<file path="config.mk">
export PLATFORM = sky130hd
export DESIGN_NAME = core_hotplug_load_policy_unit
export DESIGN_NICKNAME = d
export VERILOG_FILES = /design/src/hdl/hlp_pkg.sv /design/src/hdl/hlp_lane.sv /design/src/hdl/hlp_merge.sv /design/src/hdl/core_hotplug_load_policy_unit.sv
export SDC_FILE = /design/constraint.sdc
export NUM_CORES = 2
export LEC_CHECK = 0
export BUFFER_PORTS_ARGS = -buffer_cell sky130_fd_sc_hd__buf_2
export CAP_MARGIN = 30
export CORE_ASPECT_RATIO = 0.5
export CORE_MARGIN = 2
export CORE_UTILIZATION = 60
export DETAILED_ROUTE_END_ITERATION = 8
export PLACE_DENSITY = 0.88
export SKIP_CTS_REPAIR_TIMING = 1
export SYNTH_ARGS = -nofsm -noshare
export SYNTH_HDL_FRONTEND = slang
export SYNTH_HIERARCHICAL = 1
export SYNTH_SLANG_ARGS = --single-unit
</file>
<file path="constraint.sdc">
create_clock -name clk_i -period 17.95 [get_ports clk_i]
set_clock_uncertainty 0.15 [all_clocks]
set_input_delay 0 -clock clk_i [delete_from_list [all_inputs] [get_ports clk_i]]
set_output_delay 0 -clock clk_i [all_outputs]
set_load 0.02 [all_outputs]
</file>
<file path="src/hdl/hlp_pkg.sv">
// ---------------------------------------------------------------------------
// Hotplug load policy package
// Widths, reset values, codes and inter-module types.
// ---------------------------------------------------------------------------
package hlp_pkg;

  localparam int NUM_CORES  = 4;
  localparam int MASK_W     = 4;
  localparam int FREQ_W     = 24;
  localparam int PCT_W      = 7;
  localparam int CORES_W    = 3;
  localparam int TICK_W     = 8;
  localparam int CORE_IDX_W = 2;
  localparam int CFG_IDX_W  = 3;
  localparam int CFG_DATA_W = 8;
  localparam int PROD_W     = FREQ_W + PCT_W;
  localparam int PCT_SCALE  = 100;

  localparam logic [TICK_W-1:0]  TICK_MAX    = {TICK_W{1'b1}};
  localparam logic [PCT_W-1:0]   RST_UP_PCT  = PCT_W'(80);
  localparam logic [PCT_W-1:0]   RST_DN_PCT  = PCT_W'(50);
  localparam logic [CORES_W-1:0] RST_MAX_CRS = CORES_W'(4);
  localparam logic [CORES_W-1:0] RST_MIN_CRS = CORES_W'(1);
  localparam logic [TICK_W-1:0]  RST_TBU     = TICK_W'(1);
  localparam logic [TICK_W-1:0]  RST_TBD     = TICK_W'(2);

  typedef enum logic [CFG_IDX_W-1:0] {
    REG_ENABLE   = 3'd0,
    REG_UP_PCT   = 3'd1,
    REG_DN_PCT   = 3'd2,
    REG_MAX_CRS  = 3'd3,
    REG_MIN_CRS  = 3'd4,
    REG_TBU      = 3'd5,
    REG_TBD      = 3'd6
  } cfg_reg_e;

  typedef enum logic [1:0] {
    ACT_NONE = 2'd0,
    ACT_UP   = 2'd1,
    ACT_DOWN = 2'd2
  } action_e;

  typedef struct packed {
    logic                enable;
    logic [PCT_W-1:0]    up_pct;
    logic [PCT_W-1:0]    dn_pct;
    logic [CORES_W-1:0]  max_cores;
    logic [CORES_W-1:0]  min_cores;
    logic [TICK_W-1:0]   ticks_up;
    logic [TICK_W-1:0]   ticks_dn;
  } hlp_cfg_t;

  // per-core lane result: rate plus its standing against both limits
  typedef struct packed {
    logic [FREQ_W-1:0] freq;
    logic              above_up;
    logic              below_dn;
  } hlp_lane_t;

endpackage

</file>
<file path="src/hdl/hlp_lane.sv">
// ---------------------------------------------------------------------------
// Hotplug load policy core lane
// Scales one core rate by 100 and compares it against the limit products.
// ---------------------------------------------------------------------------
module hlp_lane (
  input  logic                      clk_i,
  input  logic                      load1_i,
  input  logic                      load2_i,
  input  logic [hlp_pkg::FREQ_W-1:0] freq_i,
  input  logic [hlp_pkg::PROD_W-1:0] up_prod_i,
  input  logic [hlp_pkg::PROD_W-1:0] dn_prod_i,
  output hlp_pkg::hlp_lane_t         lane_o
);
  import hlp_pkg::*;

  logic [FREQ_W-1:0] freq_q;
  logic [PROD_W-1:0] scaled_d, scaled_q;
  logic [PROD_W:0]   scaled_inc;
  hlp_lane_t         lane_d, lane_q;

  assign scaled_d = PROD_W'(freq_i) * PROD_W'(PCT_SCALE);

  always_ff @(posedge clk_i) begin
    if (load1_i) begin
      freq_q   <= freq_i;
      scaled_q <= scaled_d;
    end
  end

  // rate > floor(p/100)  <=>  p < 100*rate
  // rate < floor(p/100)  <=>  100*rate + 100 <= p
  assign scaled_inc      = {1'b0, scaled_q} + (PROD_W + 1)'(PCT_SCALE);
  assign lane_d.freq     = freq_q;
  assign lane_d.above_up = up_prod_i < scaled_q;
  assign lane_d.below_dn = scaled_inc <= {1'b0, dn_prod_i};

  always_ff @(posedge clk_i) begin
    if (load2_i) begin
      lane_q <= lane_d;
    end
  end

  assign lane_o = lane_q;

endmodule

</file>
<file path="src/hdl/hlp_merge.sv">
// ---------------------------------------------------------------------------
// Hotplug load policy merge stage
// Resolves slowest and fastest core, applies tick gap and core limits.
// ---------------------------------------------------------------------------
module hlp_merge (
  input  logic                             clk_i,
  input  logic                             rst_ni,
  input  hlp_pkg::hlp_cfg_t                cfg_i,
  input  logic                             s2_valid_i,
  input  logic [hlp_pkg::MASK_W-1:0]       mask_i,
  input  hlp_pkg::hlp_lane_t               lane_i [hlp_pkg::NUM_CORES],
  input  logic                             out_stall_i,
  output logic                             ready_o,
  output logic                             out_valid_o,
  output logic [1:0]                       action_o,
  output logic [hlp_pkg::CORE_IDX_W-1:0]   target_core_o
);
  import hlp_pkg::*;

  logic                  out_valid_q;
  action_e               action_d, action_q;
  logic [CORE_IDX_W-1:0] target_d, target_q;
  logic [TICK_W-1:0]     ticks_d, ticks_q, ticks_inc;
  logic                  take;

  logic                  slow_none;
  logic [CORE_IDX_W-1:0] slow_idx;
  logic [FREQ_W-1:0]     slow_f, fast_f;
  logic                  slow_above, fast_below, fin_above;
  logic [CORES_W-1:0]    online;
  logic                  off_found;
  logic [CORE_IDX_W-1:0] off_idx;

  assign ready_o = !out_valid_q || !out_stall_i;
  assign take    = s2_valid_i && ready_o;

  // ascending scan, fastest only updated when a core is not the new slowest
  always_comb begin
    slow_none  = 1'b1;
    slow_idx   = '0;
    slow_f     = '0;
    slow_above = 1'b0;
    fast_f     = lane_i[0].freq;
    fast_below = lane_i[0].below_dn;
    for (int i = 1; i < NUM_CORES; i++) begin
      if (mask_i[i]) begin
        if (slow_none || lane_i[i].freq <= slow_f) begin
          slow_none  = 1'b0;
          slow_idx   = CORE_IDX_W'(i);
          slow_f     = lane_i[i].freq;
          slow_above = lane_i[i].above_up;
        end else if (lane_i[i].freq > fast_f) begin
          fast_f     = lane_i[i].freq;
          fast_below = lane_i[i].below_dn;
        end
      end
    end
    // core 0 rate wins the slowest value when lower, index unchanged
    if (slow_none || lane_i[0].freq < slow_f) begin
      fin_above = lane_i[0].above_up;
    end else begin
      fin_above = slow_above;
    end
  end

  always_comb begin
    online    = '0;
    off_found = 1'b0;
    off_idx   = '0;
    for (int i = 0; i < NUM_CORES; i++) begin
      online = online + CORES_W'(mask_i[i]);
    end
    for (int i = NUM_CORES - 1; i >= 1; i--) begin
      if (!mask_i[i]) begin
        off_found = 1'b1;
        off_idx   = CORE_IDX_W'(i);
      end
    end
  end

  assign ticks_inc = (ticks_q == TICK_MAX) ? ticks_q : ticks_q + TICK_W'(1);

  always_comb begin
    action_d = ACT_NONE;
    target_d = '0;
    ticks_d  = ticks_q;
    if (cfg_i.enable) begin
      ticks_d = ticks_inc;
      if (fin_above) begin
        if (online < cfg_i.max_cores && ticks_inc >= cfg_i.ticks_up) begin
          ticks_d = '0;
          if (off_found) begin
            action_d = ACT_UP;
            target_d = off_idx;
          end
        end
      end else if (slow_idx != '0 && fast_below) begin
        if (online > cfg_i.min_cores && ticks_inc >= cfg_i.ticks_dn) begin
          ticks_d  = '0;
          action_d = ACT_DOWN;
          target_d = slow_idx;
        end
      end
    end
  end

  always_ff @(posedge clk_i or negedge rst_ni) begin
    if (!rst_ni) begin
      out_valid_q <= 1'b0;
      ticks_q     <= '0;
    end else begin
      if (ready_o) begin
        out_valid_q <= s2_valid_i;
      end
      if (take) begin
        ticks_q <= ticks_d;
      end
    end
  end

  always_ff @(posedge clk_i) begin
    if (take) begin
      action_q <= action_d;
      target_q <= target_d;
    end
  end

  assign out_valid_o   = out_valid_q;
  assign action_o      = action_q;
  assign target_core_o = target_q;

endmodule

</file>
<file path="src/hdl/core_hotplug_load_policy_unit.sv">
// ---------------------------------------------------------------------------
// Core hotplug load policy unit
// Per-tick decision to bring a core up, take one down, or hold.
// ---------------------------------------------------------------------------
// One request per evaluation tick gives exactly one result. The unit takes a
// new request every cycle while in_stall_o is low and passes each request
// through three registered stages:
// the first stage forms both limit products and the per-core rate times 100,
// the second has one lane per core comparing its rate against the limits,
// and the third merges the lanes in core order, applies the tick gap and the
// core-count limits and holds the result in the output register. Limits are
// compared against the scaled rates, so no divider is needed. Back-pressure
// on the result side stalls the input only once all three stages are full.
// Configuration is written through cfg_we_i/cfg_idx_i/cfg_wdata_i and should
// change only while no request is in flight.
// ---------------------------------------------------------------------------
module core_hotplug_load_policy_unit (
  input  logic                              clk_i,
  input  logic                              rst_ni,
  input  logic                              cfg_we_i,
  input  logic [hlp_pkg::CFG_IDX_W-1:0]     cfg_idx_i,
  input  logic [hlp_pkg::CFG_DATA_W-1:0]    cfg_wdata_i,
  input  logic                              in_valid_i,
  output logic                              in_stall_o,
  input  logic [hlp_pkg::FREQ_W-1:0]        max_freq_i,
  input  logic [hlp_pkg::FREQ_W-1:0]        freq_core0_i,
  input  logic [hlp_pkg::FREQ_W-1:0]        freq_core1_i,
  input  logic [hlp_pkg::FREQ_W-1:0]        freq_core2_i,
  input  logic [hlp_pkg::FREQ_W-1:0]        freq_core3_i,
  input  logic [hlp_pkg::MASK_W-1:0]        online_mask_i,
  output logic                              out_valid_o,
  input  logic                              out_stall_i,
  output logic [1:0]                        action_o,
  output logic [hlp_pkg::CORE_IDX_W-1:0]    target_core_o
);
  import hlp_pkg::*;

  hlp_cfg_t          cfg_q;
  logic              s1_valid_q, s2_valid_q;
  logic              adv1, adv2, merge_ready;
  logic              load1, load2;
  logic [MASK_W-1:0] mask1_q, mask2_q;
  logic [PROD_W-1:0] up_prod_q, dn_prod_q;
  logic [FREQ_W-1:0] freq_in [NUM_CORES];
  hlp_lane_t         lane   [NUM_CORES];

  // configuration registers
  always_ff @(posedge clk_i or negedge rst_ni) begin
    if (!rst_ni) begin
      cfg_q.enable    <= 1'b1;
      cfg_q.up_pct    <= RST_UP_PCT;
      cfg_q.dn_pct    <= RST_DN_PCT;
      cfg_q.max_cores <= RST_MAX_CRS;
      cfg_q.min_cores <= RST_MIN_CRS;
      cfg_q.ticks_up  <= RST_TBU;
      cfg_q.ticks_dn  <= RST_TBD;
    end else if (cfg_we_i) begin
      unique case (cfg_reg_e'(cfg_idx_i))
        REG_ENABLE:  cfg_q.enable    <= cfg_wdata_i[0];
        REG_UP_PCT:  cfg_q.up_pct    <= cfg_wdata_i[PCT_W-1:0];
        REG_DN_PCT:  cfg_q.dn_pct    <= cfg_wdata_i[PCT_W-1:0];
        REG_MAX_CRS: cfg_q.max_cores <= cfg_wdata_i[CORES_W-1:0];
        REG_MIN_CRS: cfg_q.min_cores <= cfg_wdata_i[CORES_W-1:0];
        REG_TBU:     cfg_q.ticks_up  <= cfg_wdata_i[TICK_W-1:0];
        REG_TBD:     cfg_q.ticks_dn  <= cfg_wdata_i[TICK_W-1:0];
        default: ;
      endcase
    end
  end

  // pipeline advance
  assign adv2       = !s2_valid_q || merge_ready;
  assign adv1       = !s1_valid_q || adv2;
  assign in_stall_o = !adv1;
  assign load1      = in_valid_i && adv1;
  assign load2      = s1_valid_q && adv2;

  always_ff @(posedge clk_i or negedge rst_ni) begin
    if (!rst_ni) begin
      s1_valid_q <= 1'b0;
      s2_valid_q <= 1'b0;
    end else begin
      if (adv1) begin
        s1_valid_q <= in_valid_i;
      end
      if (adv2) begin
        s2_valid_q <= s1_valid_q;
      end
    end
  end

  always_ff @(posedge clk_i) begin
    if (load1) begin
      up_prod_q <= PROD_W'(cfg_q.up_pct) * PROD_W'(max_freq_i);
      dn_prod_q <= PROD_W'(cfg_q.dn_pct) * PROD_W'(max_freq_i);
      mask1_q   <= online_mask_i;
    end
    if (load2) begin
      mask2_q <= mask1_q;
    end
  end

  assign freq_in[0] = freq_core0_i;
  assign freq_in[1] = freq_core1_i;
  assign freq_in[2] = freq_core2_i;
  assign freq_in[3] = freq_core3_i;

  for (genvar g = 0; g < NUM_CORES; g++) begin : g_lane
    hlp_lane u_lane (
      .clk_i     (clk_i),
      .load1_i   (load1),
      .load2_i   (load2),
      .freq_i    (freq_in[g]),
      .up_prod_i (up_prod_q),
      .dn_prod_i (dn_prod_q),
      .lane_o    (lane[g])
    );
  end

  hlp_merge u_merge (
    .clk_i         (clk_i),
    .rst_ni        (rst_ni),
    .cfg_i         (cfg_q),
    .s2_valid_i    (s2_valid_q),
    .mask_i        (mask2_q),
    .lane_i        (lane),
    .out_stall_i   (out_stall_i),
    .ready_o       (merge_ready),
    .out_valid_o   (out_valid_o),
    .action_o      (action_o),
    .target_core_o (target_core_o)
  );

endmodule

</file>
; ---- Yosys cells after proc, flatten, opt, wreduce, memory -nomap -nowiden
; Index checks and enable logic that the tools add are counted.
[totals]
register_bits = 437
latch_bits = 0
ram_bits = 0
romBits = 0
input_bits = 140
out_inout_bits = 6
wordCells = 150
mem_count = 0
[op_classes]
addsub = 7
n_mul = 6
div_mod_pow = 0
n_lt_le_gt_ge = 16
n_eq_ne = 7
shift = 0
muxes = 51
n_bitwise = 0
n_reduce_logical = 27
[op_table]
columns = operator, n
row1 = $mux 24, 8
row2 = $lt 31x31->1, 4
row3 = $mul 24x5->29 const B, 4
row4 = $add 31x7->32 const B, 3
row5 = $le 32x31->1, 3
row6 = $mul 7x24->31, 2
row7 = $gt 24x24->1, 2
row8 = $le 24x24->1, 2
row9 = $mux 8, 5
row10 = $mux 2, 16
row11 = $lt 24x24->1, 1
row12 = $mux 1, 22
row13 = $ge 8x8->1, 2
row14 = $reduce_and 2->1, 8
row15 = $eq 3x3->1 const B, 3
row16 = $add 8x1->8 const B, 1
row17 = $eq 8x8->1 const B, 1
row18 = $add 3x1->3, 2
row19 = $eq 3x2->1 const B, 2
row20 = $logic_and 1x1->1, 6
row21 = $logic_or 1x1->1, 6
row22 = $logic_not 1->1, 5
row23 = $eq 3x1->1 const B, 1
row24 = $gt 3x3->1, 1
row25 = 4 further kinds, 4

; ---- Logic depth before layout (Yosys ltp)
[logic_depth]
word_depth = 13
mapped_depth = 33
depth_no_buf = 27

; ---- Cells and area by module
; Netlist, hierarchy kept.
[by_module_without_submodules]
columns = module, n_inst, cells_each, area_each_um2, seq_area_each_um2
row1 = hlp_lane at g_lane[1].u_lane ..., 3, 677, 6830.3, 2282.2
row2 = core_hotplug_load_policy_unit, 1, 1441, 14351.3, 3090.5
row3 = hlp_lane at g_lane[0].u_lane, 1, 636, 6612.6, 2282.2
row4 = hlp_merge, 1, 672, 5232.5, 345.3

; ---- Least setup slack after synthesis
; Ideal clock, no wire load.
[synth_timing]
path_kind = flip-flop to flip-flop
startpoint = reg u_merge.out_valid_q, in the netlist u_merge/out_valid_o
endpoint = reg dn_prod_q[0] (enable)
setup_time_ps = 661
t_arrival_ps = 6766
required_ps = 17139
setup_slack_ps = 10372
stages_incl_launch_ff = 4
period_less_slack_ps = 7578
path_cell_list = dfrtp_1 -> nand2_1 -> nand3b_1 -> and2_1
[synth_between]
elab_chain_cells = 5
[synth_lines]
columns = element, line_no
row1 = "start, declared", hlp_merge.sv:20  ; logic out_valid_q;
row2 = "start signal, assigned", hlp_merge.sv:113  ; out_valid_q <= s2_valid_i;
row3 = $logic_not 1->1, hlp_merge.sv:34  ; assign ready_o = !out_valid_q || !out_stall_i;
row4 = $logic_or 1x1->1, hlp_merge.sv:34
row5 = net merge_ready, core_hotplug_load_policy_unit.sv:40  ; logic adv1, adv2, merge_ready;
row6 = $logic_or 1x1->1, core_hotplug_load_policy_unit.sv:72  ; assign adv2 = !s2_valid_q || merge_ready;
row7 = $logic_or 1x1->1, core_hotplug_load_policy_unit.sv:73  ; assign adv1 = !s1_valid_q || adv2;
row8 = $logic_and 1x1->1, core_hotplug_load_policy_unit.sv:75  ; assign load1 = in_valid_i && adv1;
row9 = net load1, core_hotplug_load_policy_unit.sv:41  ; logic load1, load2;
row10 = "end signal, assigned", core_hotplug_load_policy_unit.sv:95  ; dn_prod_q <= PROD_W'(cfg_q.dn_pct) * PROD_W'(max_freq_i);
row11 = "end, declared", core_hotplug_load_policy_unit.sv:43  ; logic [PROD_W-1:0] up_prod_q, dn_prod_q;
; The timed path passes the listed nets, and every way through them passes these cells.
; A chain may end at the register's enable or synchronous reset.

; ---- Worst setup path in the final report
[layout_timing]
startpoint = reg mask2_q[1]
endpoint = reg u_merge.target_q[0], in the netlist u_merge/target_core_o[0] (data pin)
[layout_between]
elab_chain_cells = 13
[layout_lines]
columns = element, line_no
row1 = "start, declared", core_hotplug_load_policy_unit.sv:42  ; logic [MASK_W-1:0] mask1_q, mask2_q;
row2 = "start signal, assigned", core_hotplug_load_policy_unit.sv:99  ; mask2_q <= mask1_q;
row3 = $mux 24, hlp_merge.sv:46  ; if (mask_i[i]) begin
row4 = $le 24x24->1, hlp_merge.sv:47  ; if (slow_none || lane_i[i].freq <= slow_f) begin
row5 = $logic_or 1x1->1, hlp_merge.sv:47
row6 = $mux 24, hlp_merge.sv:47
row7 = $mux 24, hlp_merge.sv:46
row8 = $le 24x24->1, hlp_merge.sv:47
row9 = $logic_or 1x1->1, hlp_merge.sv:47
row10 = $mux 24 or $mux 2 (tied branches), hlp_merge.sv:47
row11 = $mux 24 or $mux 2 (tied branches), hlp_merge.sv:46
row12 = $lt 24x24->1 or $reduce_bool 2->1 (tied branches), "hlp_merge.sv:59, hlp_merge.sv:97"
row13 = $logic_or 1x1->1 or $logic_and 1x1->1 (tied branches), "hlp_merge.sv:59, hlp_merge.sv:97"
row14 = $mux 1 or $mux 2 (tied branches), "hlp_merge.sv:59, hlp_merge.sv:97"
row15 = $mux 2 (*), hlp_merge.sv:89  ; if (fin_above) begin
row16 = "end signal, assigned", hlp_merge.sv:124  ; target_q <= target_d;
row17 = "end, declared", hlp_merge.sv:22  ; logic [CORE_IDX_W-1:0] target_d, target_q;
; Every way passes the cells marked *; elsewhere a longest branch is shown, timed or not.

==> impl_metrics.ini <==
[outcome]
status = finished, violations left
violations = design-rule violations, negative hold slack

[cts]
clockBufferDepth = 3
numCtsBuffers = 44
cts-root-buf = clkbuf_16
clk_latency_ps = 610
clk_pin_slew_ps = 70
cts-htree-levels = 2
cts_tree = done
cts_sinks = 423

[worst_setup_path]
endpoint_kind = flop
crit_path_max_incr_delay_ps = 510
start_kind = flop
critical_path_peak_fanout = 33
reg2reg_to = u_merge/target_core_o[0]
r2r_cells = 30
path_class = reg2reg
required_ps = 18140
rr_startpoint = mask2_q[1]
rrSetupSlack_ps = 9490
crit_slowest_cell = a211oi_1
crit_cells = 30
startpoint = mask2_q[1]
arrival_ps = 8650
endpoint = u_merge/target_core_o[0]
path_buf_inv = 3
path_delay_family = compound AO/OA/AOI/OAI gates

[global_route]
grt_use_total = 0.3216
globalRouteOverflowTotal = 0
antenna_found_initial = 9
grt_pass1_wl_mm = 191.7
grt_pass1_vias = 34360
grt_max_degree = 86

[die]
io_pins = 146
dieArea_um2 = 77950
die_h_um = 198.4
core-area_um2 = 74980
die_w_um = 392.8
initial_core_util = 0.6050
fp-row-count = 71

[detailed_routing]
drt_pass1_iterations = 9
via_per_inst = 5.998
routed_wl_mm = 127.9
final_antenna_net_count = 0
wl_per_cell_um = 21.74
vias = 35270
drt-initial-drc-count = 3436
remaining_drc_errors = 2

[sta]
setup_viol = 0
finalCritPeriodShare = 0.4716
timing.final.crit_period_ps = 8465
tightest_slew_ps = 1051
fin_setup_tns_ps = 0
rsz0062_at_grt = false
finalMaxSlewViolations = 0
report.final.hold_viol_count = 1
holdWs_ps = -5.532
fmax_ghz = 0.1181
max_slew_margin = 0.2991

[layout]
regArea_um2 = 12470
drive_gt1_frac = 0.08383
syn_to_final_growth_pct = 9.939
fin_nets = 6002
fillers = 5580
multiInputGateArea_um2 = 29210

[power_and_ir_drop]
peakVddDrop_uv = 151.1
power.density_nw_per_um2 = 164.5
leakagePower_nw = 24.17

[logic_synthesis]
netlist_area_um2 = 45360
netlist_instances = 4604
yosys_warnings = 6
syn_avg_cell_area_um2 = 9.852
syn-num-nets = 5786

[run]
maxCapViolCount = 0

[placed_design]
routabilityCongestion = 1.011
dp_hpwl_mm = 100.4
port_buffers = 145

[hold_path]
min_path_cells = 2
hp-class = in2reg
-- sequential cells by signal (all words and copies together), names as in the netlist --
name / count
g_lane.u_lane/freq_q: 96
g_lane.u_lane/scaled_q: 104
cfg_q: 37
u_merge/ticks_q: 8
u_merge/target_core_o: 2
mask2_q: 4
u_merge/action_o: 2
g_lane.u_lane/lane_o: 103
s2_valid_q: 1
dn_prod_q: 31
u_merge/out_valid_o: 1
up_prod_q: 29
s1_valid_q: 1
mask1_q: 4
-- where the power goes --
group	internal [mW]	leakage [nW]	total [mW]	switching [mW]
clock network	0.556	0.726	0.988	0.432
logic	2.20	19.3	5.31	3.11
registers	1.52	4.19	1.91	0.390
total	4.27	24.2	8.20	3.93
-- stage by stage --
stage	power (mW)	setup WS, ps	cell area (um^2)	instances	util
6_report	8.201	9485	49870	5880	0.6651
5_1_grt	8.928	9149	49860	5878	0.6650
4_1_cts	8.070	9641	48560	5751	0.6477
3_5_place_dp	7.036	9733	47020	5670	0.6271
2_1_floorplan	5.685	10420	45360	4604	-
3_3_place_gp	6.820	9866	46980	5666	0.6266
-- layer usage --
layer  track usage  wire, um
met5             0        42
met4        0.1137      5487
met3       0.06199     12610
met2        0.5172     58200
met1        0.4364     51510
-- worst min-delay path by stage --
stage	slack [ps]	to	startpoint
finish	-6	mask1_q[1]	online_mask_i[1]
global route	-10	mask1_q[1]	online_mask_i[1]
CTS	-760	u_merge/ticks_q[2]	rst_ni
detailed placement	-140	cfg_q[11]	rst_ni
global placement	30	mask1_q[0]	online_mask_i[0]
floorplan	-450	cfg_q[0]	rst_ni
-- worst register-to-register path: cells and delay by family, from the launching register on --
| family | cells | cell delay (ps) |
|---|---|---|
| AOI/OAI and AO/OA | 14 | 3690 |
| and+or+nand+nor | 9 | 1440 |
| buffers and inverters | 3 | 1210 |
| adders and majority gates | 3 | 980 |
| muxes | 1 | 390 |
| DFF | 1 | 350 |
-- placed cells by master, fill, tap and decap left out, drive strengths merged, types with 19 or more instances in the layout --
cell and count:
fa 295, dlygate4sd3 124, a21o 124, clkbuf 48
o21ai 124, nor2b 29, nor3 39, nor2 153
mux2i 24, o21bai 20, a31oi 22, and3 24
nand2 313, edfxtp 375, o31ai 19, ha 747
buf 159, xor2 68, and2 246, nand4 108
mux2 61, a21oi 250, o21a 27, nand3 86
dfrtp 38, o211ai 28, xnor2 157, inv 864
nand2b 27, a211oi 24
-- cell type report --
class,count,share of cell area
timing repair buffer,283,0.04260
multi-input combinational,3208,0.5858
clock inverter,33,0.008104
antenna,3,0.0001505
inverter,860,0.06473
clock buffer,48,0.02281
sequential,423,0.2502
tap,1022,0.02564
Note: power is estimated with default switching activity, not from simulation.
